**config.mk**
```make
export PLATFORM = sky130hd
export DESIGN_NAME = fastq_read_parse_and_pack_flat
export DESIGN_NICKNAME = d
export VERILOG_FILES = /design/src/rtl/fqp_pkg.sv /design/src/rtl/fqp_byte_if.sv /design/src/rtl/fqp_word_if.sv /design/src/rtl/fqp_store.sv /design/src/rtl/fqp_jobq.sv /design/src/rtl/fqp_front.sv /design/src/rtl/fqp_back.sv /design/src/rtl/fastq_read_parse_and_pack.sv /design/src/flat_wrapper.sv
export SDC_FILE = /design/constraint.sdc
export NUM_CORES = 1
export LEC_CHECK = 0
export ABC_AREA = 1
export BUFFER_PORTS_ARGS = -buffer_cell sky130_fd_sc_hd__buf_2
export CAP_MARGIN = 20
export CORE_UTILIZATION = 29
export CTS_CLUSTER_SIZE = 8
export DETAILED_ROUTE_END_ITERATION = 10
export PLACE_DENSITY = 0.52
export SKIP_LAST_GASP = 1
export SLEW_MARGIN = 20
export SYNTH_ARGS = -nofsm -noshare
export SYNTH_HDL_FRONTEND = slang
export SYNTH_SLANG_ARGS = --single-unit
```
**constraint.sdc**
```tcl
create_clock -name clk -period 48 [get_ports clk]
set_input_delay 9.6 -clock clk [delete_from_list [all_inputs] [get_ports clk]]
set_output_delay 9.6 -clock clk [all_outputs]
set_load 0.02 [all_outputs]
```
**src/rtl/fqp_pkg.sv**
```systemverilog
package fqp_pkg;

  localparam logic [7:0] NL_BYTE = 8'd10;
  localparam logic [7:0] CH_A_UP = 8'h41;
  localparam logic [7:0] CH_C_UP = 8'h43;
  localparam logic [7:0] CH_G_UP = 8'h47;
  localparam logic [7:0] CH_T_UP = 8'h54;
  localparam logic [7:0] CH_A_LO = 8'h61;
  localparam logic [7:0] CH_C_LO = 8'h63;
  localparam logic [7:0] CH_G_LO = 8'h67;
  localparam logic [7:0] CH_T_LO = 8'h74;

  localparam logic [1:0] CODE_A = 2'd0;
  localparam logic [1:0] CODE_C = 2'd1;
  localparam logic [1:0] CODE_G = 2'd2;
  localparam logic [1:0] CODE_T = 2'd3;

  localparam int BYTE_W = 8;
  localparam int LEN_W = 8;
  localparam int OFF_W = 7;
  localparam int PART_W = 3;
  localparam int WIDX_W = 2;
  localparam int WORD_W = 64;
  localparam int CODE_W = 2;
  localparam int CODES_PER_WORD = WORD_W / CODE_W;
  localparam int CIDX_W = $clog2(CODES_PER_WORD);
  localparam int JOBQ_DEPTH = 2;
  localparam int JOBQ_CNT_W = $clog2(JOBQ_DEPTH + 1);

  typedef struct packed {
    logic             bank;
    logic [LEN_W-1:0] len;
    logic [LEN_W-1:0] div;
    logic             ovf;
  } job_t;

  function automatic logic [CODE_W-1:0] code_of(input logic [BYTE_W-1:0] b);
    logic [CODE_W-1:0] c;
    c = CODE_A;
    case (b)
      CH_C_UP, CH_C_LO: c = CODE_C;
      CH_G_UP, CH_G_LO: c = CODE_G;
      CH_T_UP, CH_T_LO: c = CODE_T;
      default:          c = CODE_A;
    endcase
    return c;
  endfunction

endpackage

```
**src/rtl/fqp_byte_if.sv**
```systemverilog
interface fqp_byte_if;
  logic                      valid;
  logic                      ready;
  logic [fqp_pkg::BYTE_W-1:0] text_byte;

  modport source (output valid, output text_byte, input ready);
  modport sink (input valid, input text_byte, output ready);
endinterface

```
**src/rtl/fqp_word_if.sv**
```systemverilog
interface fqp_word_if;
  logic                       valid;
  logic                       ready;
  logic [fqp_pkg::PART_W-1:0] part;
  logic [fqp_pkg::WIDX_W-1:0] word_index;
  logic [fqp_pkg::WORD_W-1:0] packed_word;
  logic [fqp_pkg::LEN_W-1:0]  part_length;
  logic [fqp_pkg::OFF_W-1:0]  part_offset;
  logic                       truncated;
  logic                       last;

  modport source (output valid, output part, output word_index, output packed_word,
                  output part_length, output part_offset, output truncated,
                  output last, input ready);
  modport sink (input valid, input part, input word_index, input packed_word,
                input part_length, input part_offset, input truncated,
                input last, output ready);
endinterface

```
**src/rtl/fqp_store.sv**
```systemverilog
module fqp_store #(
  parameter int AW = 7
) (
  input  logic                       clk,
  input  logic                       we,
  input  logic [AW:0]                waddr,
  input  logic [fqp_pkg::CODE_W-1:0] wdata,
  input  logic                       re,
  input  logic [AW:0]                raddr,
  output logic [fqp_pkg::CODE_W-1:0] rdata
);

  localparam int DEPTH = 2 << AW;

  logic [fqp_pkg::CODE_W-1:0] mem_r [DEPTH];
  logic [fqp_pkg::CODE_W-1:0] rdata_r;

  always_ff @(posedge clk) begin
    if (we) begin
      mem_r[waddr] <= wdata;
    end
    if (re) begin
      rdata_r <= mem_r[raddr];
    end
  end

  assign rdata = rdata_r;

endmodule

```
**src/rtl/fqp_jobq.sv**
```systemverilog
module fqp_jobq (
  input  logic                           clk,
  input  logic                           rst_n,
  input  logic                           push,
  input  fqp_pkg::job_t                  push_job,
  input  logic                           pop,
  output fqp_pkg::job_t                  head,
  output logic [fqp_pkg::JOBQ_CNT_W-1:0] count
);

  fqp_pkg::job_t                  slot_r [fqp_pkg::JOBQ_DEPTH];
  logic                           wr_ptr_r;
  logic                           rd_ptr_r;
  logic [fqp_pkg::JOBQ_CNT_W-1:0] cnt_r;
  logic [fqp_pkg::JOBQ_CNT_W-1:0] cnt_nxt;

  always_comb begin
    cnt_nxt = cnt_r;
    if (push && !pop) begin
      cnt_nxt = cnt_r + 1'b1;
    end else if (pop && !push) begin
      cnt_nxt = cnt_r - 1'b1;
    end
  end

  always_ff @(posedge clk) begin
    if (!rst_n) begin
      wr_ptr_r <= 1'b0;
      rd_ptr_r <= 1'b0;
      cnt_r    <= '0;
    end else begin
      if (push) begin
        wr_ptr_r <= ~wr_ptr_r;
      end
      if (pop) begin
        rd_ptr_r <= ~rd_ptr_r;
      end
      cnt_r <= cnt_nxt;
    end
    if (push) begin
      slot_r[wr_ptr_r] <= push_job;
    end
  end

  assign head  = slot_r[rd_ptr_r];
  assign count = cnt_r;

endmodule

```
**src/rtl/fqp_front.sv**
```systemverilog
module fqp_front #(
  parameter int MAX_LEN  = 128,
  parameter int SEGMENTS = 4,
  parameter int AW       = 7,
  parameter int SEG_W    = 3
) (
  input  logic                           clk,
  input  logic                           rst_n,
  fqp_byte_if.sink                       in_b,
  input  logic [fqp_pkg::JOBQ_CNT_W-1:0] q_count,
  output logic                           we,
  output logic [AW:0]                    waddr,
  output logic [fqp_pkg::CODE_W-1:0]     wdata,
  output logic                           push,
  output fqp_pkg::job_t                  push_job
);

  typedef enum logic [1:0] {PH_HEAD, PH_SEQ, PH_PLUS, PH_QUAL} phase_t;

  phase_t                     phase_r, phase_nxt;
  logic [fqp_pkg::LEN_W-1:0]  len_r, len_nxt;
  logic [fqp_pkg::LEN_W-1:0]  quo_r, quo_nxt;
  logic [SEG_W-1:0]           rem_r, rem_nxt;
  logic                       ovf_r, ovf_nxt;
  logic                       bank_r, bank_nxt;
  logic                       accept;

  assign in_b.ready = (q_count != fqp_pkg::JOBQ_CNT_W'(fqp_pkg::JOBQ_DEPTH));
  assign accept     = in_b.valid && in_b.ready;

  always_comb begin
    phase_nxt = phase_r;
    len_nxt   = len_r;
    quo_nxt   = quo_r;
    rem_nxt   = rem_r;
    ovf_nxt   = ovf_r;
    bank_nxt  = bank_r;
    we        = 1'b0;
    push      = 1'b0;
    if (accept) begin
      if (in_b.text_byte != fqp_pkg::NL_BYTE) begin
        if (phase_r == PH_SEQ) begin
          if (len_r < fqp_pkg::LEN_W'(MAX_LEN)) begin
            we      = 1'b1;
            len_nxt = len_r + 1'b1;
            if (rem_r == SEG_W'(SEGMENTS - 1)) begin
              rem_nxt = '0;
              quo_nxt = quo_r + 1'b1;
            end else begin
              rem_nxt = rem_r + 1'b1;
            end
          end else begin
            ovf_nxt = 1'b1;
          end
        end
      end else if (phase_r != PH_QUAL) begin
        phase_nxt = phase_t'(phase_r + 2'd1);
      end else begin
        push      = 1'b1;
        bank_nxt  = ~bank_r;
        phase_nxt = PH_HEAD;
        len_nxt   = '0;
        quo_nxt   = '0;
        rem_nxt   = '0;
        ovf_nxt   = 1'b0;
      end
    end
  end

  always_ff @(posedge clk) begin
    if (!rst_n) begin
      phase_r <= PH_HEAD;
      len_r   <= '0;
      quo_r   <= '0;
      rem_r   <= '0;
      ovf_r   <= 1'b0;
      bank_r  <= 1'b0;
    end else begin
      phase_r <= phase_nxt;
      len_r   <= len_nxt;
      quo_r   <= quo_nxt;
      rem_r   <= rem_nxt;
      ovf_r   <= ovf_nxt;
      bank_r  <= bank_nxt;
    end
  end

  assign waddr         = {bank_r, len_r[AW-1:0]};
  assign wdata         = fqp_pkg::code_of(in_b.text_byte);
  assign push_job.bank = bank_r;
  assign push_job.len  = len_r;
  assign push_job.div  = quo_r;
  assign push_job.ovf  = ovf_r;

endmodule

```
**src/rtl/fqp_back.sv**
```systemverilog
module fqp_back #(
  parameter int SEGMENTS = 4,
  parameter int AW       = 7,
  parameter int SEG_W    = 3
) (
  input  logic                           clk,
  input  logic                           rst_n,
  input  logic [fqp_pkg::JOBQ_CNT_W-1:0] q_count,
  input  fqp_pkg::job_t                  head,
  output logic                           pop,
  output logic                           re,
  output logic [AW:0]                    raddr,
  input  logic [fqp_pkg::CODE_W-1:0]     rdata,
  fqp_word_if.source                     out_w
);

  typedef enum logic [1:0] {S_IDLE, S_READ, S_WAIT, S_EMIT} state_t;

  state_t                      state_r, state_nxt;
  logic [SEG_W-1:0]            part_r, part_nxt;
  logic [fqp_pkg::LEN_W-1:0]   off_r, off_nxt;
  logic [fqp_pkg::LEN_W-1:0]   plen_r, plen_nxt;
  logic [fqp_pkg::LEN_W-1:0]   idx_r, idx_nxt;
  logic [fqp_pkg::WIDX_W-1:0]  widx_r, widx_nxt;
  logic [fqp_pkg::WORD_W-1:0]  acc_r, acc_nxt;
  logic                        pend_r;
  logic [fqp_pkg::CIDX_W-1:0]  pend_idx_r;
  logic                        ov_r, ov_nxt;
  logic [fqp_pkg::PART_W-1:0]  o_part_r, o_part_nxt;
  logic [fqp_pkg::WIDX_W-1:0]  o_widx_r, o_widx_nxt;
  logic [fqp_pkg::WORD_W-1:0]  o_word_r, o_word_nxt;
  logic [fqp_pkg::LEN_W-1:0]   o_len_r, o_len_nxt;
  logic [fqp_pkg::OFF_W-1:0]   o_off_r, o_off_nxt;
  logic                        o_trunc_r, o_trunc_nxt;
  logic                        o_last_r, o_last_nxt;
  logic [fqp_pkg::LEN_W-1:0]   pos;
  logic [SEG_W-1:0]            next_part;
  logic [fqp_pkg::LEN_W-1:0]   next_off;
  logic                        more_words;
  logic                        final_part;
  logic                        out_free;

  assign pos        = off_r + plen_r - fqp_pkg::LEN_W'(1) - idx_r;
  assign raddr      = {head.bank, pos[AW-1:0]};
  assign next_part  = part_r + 1'b1;
  assign next_off   = (part_r == '0) ? '0 : off_r + head.div;
  assign more_words = (idx_r != plen_r);
  assign final_part = (part_r == SEG_W'(SEGMENTS));
  assign out_free   = !ov_r || out_w.ready;

  always_comb begin
    state_nxt   = state_r;
    part_nxt    = part_r;
    off_nxt     = off_r;
    plen_nxt    = plen_r;
    idx_nxt     = idx_r;
    widx_nxt    = widx_r;
    acc_nxt     = acc_r;
    ov_nxt      = ov_r && !out_w.ready;
    o_part_nxt  = o_part_r;
    o_widx_nxt  = o_widx_r;
    o_word_nxt  = o_word_r;
    o_len_nxt   = o_len_r;
    o_off_nxt   = o_off_r;
    o_trunc_nxt = o_trunc_r;
    o_last_nxt  = o_last_r;
    re          = 1'b0;
    pop         = 1'b0;
    if (pend_r) begin
      acc_nxt = acc_r | (fqp_pkg::WORD_W'(rdata) << {pend_idx_r, 1'b0});
    end
    unique case (state_r)
      S_IDLE: begin
        if (q_count != '0) begin
          part_nxt  = '0;
          off_nxt   = '0;
          plen_nxt  = head.len;
          idx_nxt   = '0;
          widx_nxt  = '0;
          acc_nxt   = '0;
          state_nxt = S_READ;
        end
      end
      S_READ: begin
        if (plen_r == '0) begin
          state_nxt = S_EMIT;
        end else begin
          re      = 1'b1;
          idx_nxt = idx_r + 1'b1;
          if (idx_r == plen_r - 1'b1 ||
              idx_r[fqp_pkg::CIDX_W-1:0] == fqp_pkg::CIDX_W'(fqp_pkg::CODES_PER_WORD - 1)) begin
            state_nxt = S_WAIT;
          end
        end
      end
      S_WAIT: begin
        state_nxt = S_EMIT;
      end
      S_EMIT: begin
        if (out_free) begin
          ov_nxt      = 1'b1;
          o_part_nxt  = fqp_pkg::PART_W'(part_r);
          o_widx_nxt  = widx_r;
          o_word_nxt  = acc_r;
          o_len_nxt   = plen_r;
          o_off_nxt   = off_r[fqp_pkg::OFF_W-1:0];
          o_trunc_nxt = head.ovf;
          o_last_nxt  = !more_words && final_part;
          acc_nxt     = '0;
          if (more_words) begin
            widx_nxt  = widx_r + 1'b1;
            state_nxt = S_READ;
          end else if (!final_part) begin
            part_nxt  = next_part;
            off_nxt   = next_off;
            plen_nxt  = (next_part == SEG_W'(SEGMENTS)) ? head.len - next_off : head.div;
            idx_nxt   = '0;
            widx_nxt  = '0;
            state_nxt = S_READ;
          end else begin
            pop       = 1'b1;
            state_nxt = S_IDLE;
          end
        end
      end
      default: state_nxt = S_IDLE;
    endcase
  end

  always_ff @(posedge clk) begin
    if (!rst_n) begin
      state_r <= S_IDLE;
      pend_r  <= 1'b0;
      ov_r    <= 1'b0;
    end else begin
      state_r <= state_nxt;
      pend_r  <= re;
      ov_r    <= ov_nxt;
    end
    part_r     <= part_nxt;
    off_r      <= off_nxt;
    plen_r     <= plen_nxt;
    idx_r      <= idx_nxt;
    widx_r     <= widx_nxt;
    acc_r      <= acc_nxt;
    pend_idx_r <= idx_r[fqp_pkg::CIDX_W-1:0];
    o_part_r   <= o_part_nxt;
    o_widx_r   <= o_widx_nxt;
    o_word_r   <= o_word_nxt;
    o_len_r    <= o_len_nxt;
    o_off_r    <= o_off_nxt;
    o_trunc_r  <= o_trunc_nxt;
    o_last_r   <= o_last_nxt;
  end

  assign out_w.valid       = ov_r;
  assign out_w.part        = o_part_r;
  assign out_w.word_index  = o_widx_r;
  assign out_w.packed_word = o_word_r;
  assign out_w.part_length = o_len_r;
  assign out_w.part_offset = o_off_r;
  assign out_w.truncated   = o_trunc_r;
  assign out_w.last        = o_last_r;

endmodule

```
**src/rtl/fastq_read_parse_and_pack.sv**
```systemverilog
// Text bytes are taken one per cycle while fewer than two records wait for packing.
// Each record is packed part by part (the whole sequence and its sub-parts), reading its bases
// one at a time through the single base-store read port, with a store wait for each output word.
// After the record's last newline is accepted, the record is queued; once the packer is idle it
// reads the first word's bases, waits on the store, and emits the word when the output is free.
// Synchronous active-low reset clears the parser, record queue and packer, but not the store.
module fastq_read_parse_and_pack #(
  parameter int MAX_LEN  = 128,
  parameter int SEGMENTS = 4
) (
  input  logic       clk,
  input  logic       rst_n,
  fqp_byte_if.sink   in_b,
  fqp_word_if.source out_w
);

  localparam int AW    = $clog2(MAX_LEN);
  localparam int SEG_W = $clog2(SEGMENTS + 1);

  logic                           we;
  logic [AW:0]                    waddr;
  logic [fqp_pkg::CODE_W-1:0]     wdata;
  logic                           re;
  logic [AW:0]                    raddr;
  logic [fqp_pkg::CODE_W-1:0]     rdata;
  logic                           q_push;
  logic                           q_pop;
  fqp_pkg::job_t                  q_in;
  fqp_pkg::job_t                  q_head;
  logic [fqp_pkg::JOBQ_CNT_W-1:0] q_count;

  fqp_front #(
    .MAX_LEN (MAX_LEN),
    .SEGMENTS(SEGMENTS),
    .AW      (AW),
    .SEG_W   (SEG_W)
  ) u_front (
    .clk     (clk),
    .rst_n   (rst_n),
    .in_b    (in_b),
    .q_count (q_count),
    .we      (we),
    .waddr   (waddr),
    .wdata   (wdata),
    .push    (q_push),
    .push_job(q_in)
  );

  fqp_store #(
    .AW(AW)
  ) u_store (
    .clk  (clk),
    .we   (we),
    .waddr(waddr),
    .wdata(wdata),
    .re   (re),
    .raddr(raddr),
    .rdata(rdata)
  );

  fqp_jobq u_jobq (
    .clk     (clk),
    .rst_n   (rst_n),
    .push    (q_push),
    .push_job(q_in),
    .pop     (q_pop),
    .head    (q_head),
    .count   (q_count)
  );

  fqp_back #(
    .SEGMENTS(SEGMENTS),
    .AW      (AW),
    .SEG_W   (SEG_W)
  ) u_back (
    .clk    (clk),
    .rst_n  (rst_n),
    .q_count(q_count),
    .head   (q_head),
    .pop    (q_pop),
    .re     (re),
    .raddr  (raddr),
    .rdata  (rdata),
    .out_w  (out_w)
  );

  a_q_bound: assert property (@(posedge clk) disable iff (!rst_n)
    q_count <= fqp_pkg::JOBQ_CNT_W'(fqp_pkg::JOBQ_DEPTH))
    else $error("record queue over capacity");

  a_no_push_full: assert property (@(posedge clk) disable iff (!rst_n)
    q_push |-> q_count != fqp_pkg::JOBQ_CNT_W'(fqp_pkg::JOBQ_DEPTH))
    else $error("record pushed into a full queue");

  a_no_pop_empty: assert property (@(posedge clk) disable iff (!rst_n)
    q_pop |-> q_count != '0)
    else $error("record popped from an empty queue");

  a_pop_sets_last: assert property (@(posedge clk) disable iff (!rst_n)
    q_pop |=> out_w.valid && out_w.last)
    else $error("record finished without a final beat");

endmodule
```
**src/flat_wrapper.sv**
```systemverilog
// flat-port wrapper written by rule: the top's interface ports become plain ports
module fastq_read_parse_and_pack_flat 
#(
  parameter int MAX_LEN  = 128,
  parameter int SEGMENTS = 4
)
  (clk, rst_n, in_b_valid, in_b_text_byte, in_b_ready, out_w_valid, out_w_part, out_w_word_index, out_w_packed_word, out_w_part_length, out_w_part_offset, out_w_truncated, out_w_last, out_w_ready);
  fqp_byte_if in_b_i ();
  fqp_word_if out_w_i ();
  input  logic clk;
  input  logic rst_n;
  input wire logic [$bits(in_b_i.valid)-1:0] in_b_valid;
  input wire logic [$bits(in_b_i.text_byte)-1:0] in_b_text_byte;
  output wire logic [$bits(in_b_i.ready)-1:0] in_b_ready;
  output wire logic [$bits(out_w_i.valid)-1:0] out_w_valid;
  output wire logic [$bits(out_w_i.part)-1:0] out_w_part;
  output wire logic [$bits(out_w_i.word_index)-1:0] out_w_word_index;
  output wire logic [$bits(out_w_i.packed_word)-1:0] out_w_packed_word;
  output wire logic [$bits(out_w_i.part_length)-1:0] out_w_part_length;
  output wire logic [$bits(out_w_i.part_offset)-1:0] out_w_part_offset;
  output wire logic [$bits(out_w_i.truncated)-1:0] out_w_truncated;
  output wire logic [$bits(out_w_i.last)-1:0] out_w_last;
  input wire logic [$bits(out_w_i.ready)-1:0] out_w_ready;
  assign in_b_i.valid = in_b_valid;
  assign in_b_i.text_byte = in_b_text_byte;
  assign in_b_ready = in_b_i.ready;
  assign out_w_valid = out_w_i.valid;
  assign out_w_part = out_w_i.part;
  assign out_w_word_index = out_w_i.word_index;
  assign out_w_packed_word = out_w_i.packed_word;
  assign out_w_part_length = out_w_i.part_length;
  assign out_w_part_offset = out_w_i.part_offset;
  assign out_w_truncated = out_w_i.truncated;
  assign out_w_last = out_w_i.last;
  assign out_w_i.ready = out_w_ready;
  fastq_read_parse_and_pack #(.MAX_LEN(MAX_LEN), .SEGMENTS(SEGMENTS)) u_core (.clk(clk), .rst_n(rst_n), .in_b(in_b_i), .out_w(out_w_i));
endmodule
```
==> flow_metrics.py <==
metrics = {
    "pwr": {
        "p_per_area_nw_per_um2": 74.4,
        "power_frac_comb": 0.491,
        "total_power_mw": 2.84,
        "leakage_nw": 14.0,
        "internal_power_mw": 1.54,
        "swShare": 0.460,
        "seq_power_share": 0.270,
        "switchingPower_mw": 1.31,
        "clkPwrFrac": 0.239,
        "vdd_drop_max_mv": 0.0942,
    },
    "detailed_routing": {
        "drt_first_iter_violations": 1684,
        "ant_nets": 0,
        "post-route-drc-count": 0,
        "drt_wl_total_um": 85500,
        "wire_per_inst_um": 17.5,
        "drt_first_pass_iters": 6,
        "viasPerCell": 4.68,
        "num_vias": 22824,
    },
    "logic_synthesis": {
        "synthArstFlopShare": 0,
        "synth_commonest_cells": "nand2_1, edfxtp_1, nor2_1, nand3_1, inv_1",
        "ys_seq_elements": 766,
        "syn_area_um2": 33100,
        "ys_types": 37,
        "synthMostInstantiatedCell": "nand2_1",
        "synth_edf_count": 665,
        "seq_area_frac_synth": 0.665,
        "syn_inst": 3227,
        "syn_area_per_cell_um2": 10.2,
        "yosysTopAreaCell": "edfxtp_1",
        "synth_area_leaders": "edfxtp_1, nand2_1, nor2_1",
        "ys.flop_type": "edfxtp_1",
        "yosys_warnings": 0,
        "syn_nets": 3286,
        "synthDominantCellAreaShare": 0.604,
    },
    "sta": {
        "fmaxAchievable_mhz": 85.4,
        "setup_viol": 0,
        "period_share": 0.244,
        "max_slew_margin": 0.250,
        "worstMarginPinSlew_ns": 1.12,
        "tns_ns": 0,
        "clock_skew_ns": 0.0256,
        "hold_violations": 0,
        "slew_violations": 0,
        "min_period_ns": 11.71,
        "rsz0062_at_grt": "false",
        "hold_slack_ns": 0.426,
    },
    "cells_and_area": {
        "multi_input_area_um2": 9610,
        "seq_area_um2": 22000,
        "n_antenna_cell": 0,
        "drive_gt1_frac": 0.0856,
        "fill_cells": 11424,
        "synthToLayoutAreaGrowth_pct": 15.5,
        "layoutNonFillerInstCount": 4877,
        "fin_nets": 3377,
    },
    "clock_tree": {
        "clkLatencyLatePin_ns": 0.67,
        "clkSlewWorstSetupHoldPaths_ns": 0.05,
        "cts.htree.levels": 3,
        "cts_setup_buffers": 0,
        "cts_resized": 0,
        "root_buffer": "clkbuf_16",
        "clock_path_buffers": 3,
        "cts_hold_buf": 0,
        "cts_tree": "yes",
        "cts_buffers": 106,
        "cts.sinks": 766,
    },
    "die": {
        "num_rows": 123,
        "die_x_um": 340,
        "ios": 100,
        "dieHeight_um": 340,
        "die_area_um2": 115000,
        "core_um2": 113000,
        "initial_utilization": 0.293,
    },
    "place": {
        "placed_cells": 4709,
        "gp_congestion": 0.834,
        "dpl.hpwl_um": 51100,
        "numPortBuffers": 99,
    },
    "worst_setup_path": {
        "cpPeakStageDelay_ns": 0.77,
        "path_class": "input port to flip-flop",
        "cp_max_fo": 102,
        "cp_cell_sequence": "buf_2, nor3_1, nand3_1, o31ai_4, buf_6, buf_4",
        "critPathLaunchType": "input port",
        "cp.arrival_ns": 12.04,
        "path_buf_inv": 3,
        "crit_slowest_cell": "buf_4",
        "crit_family": "buffers and inverters",
        "worstPathRequired_ns": 48.34,
        "end_kind": "flip-flop",
    },
    "global_routing": {
        "grt_start_max_net_pins": 189,
        "grt_pass1_vias": 22098,
        "grt.overflow.total": 0,
        "antenna_found_initial": 1,
        "grtUsageTotal": 0.146,
        "grt_pass1_wl_um": 130000,
    },
    "job": {
        "maxCapViolations": 0,
    },
    "status": {
        "status": "completed",
    },
    "hold_path": {
        "hp-class": "flip-flop to flip-flop",
    },
}
## worst paths after layout
check                           from                             endpoint  slack (ns)  depth (start not counted)
max                in_b_text_byte[4]          u_core.u_store.mem_r[55][0]       36.29                          6
min          u_core.u_back.acc_r[21]  u_core.u_back.out_w.packed_word[21]        0.43                          0
max reg2reg   u_core.u_back.off_r[1]              u_core.u_store.rdata[0]       43.07                         15
min reg2reg  u_core.u_back.acc_r[21]  u_core.u_back.out_w.packed_word[21]        0.43                          0
## logic make-up (layout without fill, tap and decap cells)
group,Yosys count,after routing,synth area share
buffers and inverters,396,546,0.0471
adder cells (fa/ha/maj),47,47,0.0198
flip-flops,766,766,0.665
XOR/XNOR,27,27,0.00715
AND/OR/NAND/NOR,1712,1712,0.211
multiplexers,11,11,0.00371
AO/OA/AOI/OAI,268,268,0.0466
## area by class of cell
type,instances,area share
well taps,1500,0.0491
clock inverters,7,0.00206
multi-input cells,2065,0.251
inverters,237,0.0236
clock buffers,160,0.0758
flip-flops and latches,766,0.576
repair buffers,142,0.0224
## state kept, by name (all words and copies together) (netlist names), 3 cells and up, named ones only
| signal | cells |
|---|---|
| u_core.u_back.acc_r | 64 |
| u_core.u_back.idx_r | 8 |
| u_core.u_back.off_r | 8 |
| u_core.u_back.out_w.packed_word | 64 |
| u_core.u_back.out_w.part | 3 |
| u_core.u_back.out_w.part_length | 8 |
| u_core.u_back.out_w.part_offset | 7 |
| u_core.u_back.part_r | 3 |
| u_core.u_back.pend_idx_r | 5 |
| u_core.u_back.plen_r | 8 |
| u_core.u_front.len_r | 8 |
| u_core.u_front.quo_r | 8 |
| u_core.u_front.rem_r | 3 |
| u_core.u_jobq.slot_r | 36 |
| u_core.u_store.mem_r | 512 |
## placed cells by master, fill, tap and decap left out, types with 13 or more instances in the layout
| master | instances |
|---|---|
| a21oi_1 | 81 |
| edfxtp_1 | 665 |
| nand3_1 | 335 |
| inv_1 | 218 |
| a2bb2oi_1 | 40 |
| nor2_1 | 618 |
| nor3_1 | 21 |
| clkbuf_16 | 108 |
| buf_4 | 40 |
| clkbuf_1 | 52 |
| o21ai_0 | 128 |
| ha_1 | 37 |
| xor2_1 | 20 |
| nand2_1 | 703 |
| dfxtp_1 | 101 |
| buf_2 | 99 |
| nand4_1 | 13 |
| clkinv_1 | 15 |
## worst register-to-register path, stage by stage (launching register included)
cell and delay [ns]:
edfxtp_1 0.50, inv_1 0.13, fa_1 0.54, inv_1 0.06
ha_4 0.16, fa_2 0.57, buf_4 0.45, clkinv_2 0.70
buf_4 0.54, nand3_1 0.20, nand3_1 0.13, nand3_1 0.16
nand3_1 0.18, nand3_1 0.13, nand3_1 0.09, nand2_1 0.20
## power by group through the flow
stage / registers [mW] / clock network, mW / logic, mW
2_1_floorplan: 0.779 / 0 / 0.907
3_3_place_gp: 0.781 / 0 / 1.39
3_5_place_dp: 0.781 / 0 / 1.40
4_1_cts: 0.768 / 0.695 / 1.40
5_1_grt: 0.770 / 0.722 / 1.53
6_report: 0.768 / 0.678 / 1.40
## stage by stage
step	utilization	area [um^2]	worst slack (ns)
after floorplan	-	33100	25.44
after global placement	0.312	35200	35.39
after detailed placement	0.312	35200	35.37
after CTS	0.338	38200	36.08
after global routing	0.339	38200	36.13
final	0.339	38200	36.29
## metal layers
layer,global-route usage,vias up,share of wire
li1,-,11071,-
met1,0.193,11023,0.45
met2,0.241,573,0.48
met3,0.0227,157,0.046
met4,0.0488,0,0.027
met5,0,-,0
Power figures use the tool's default switching activity.
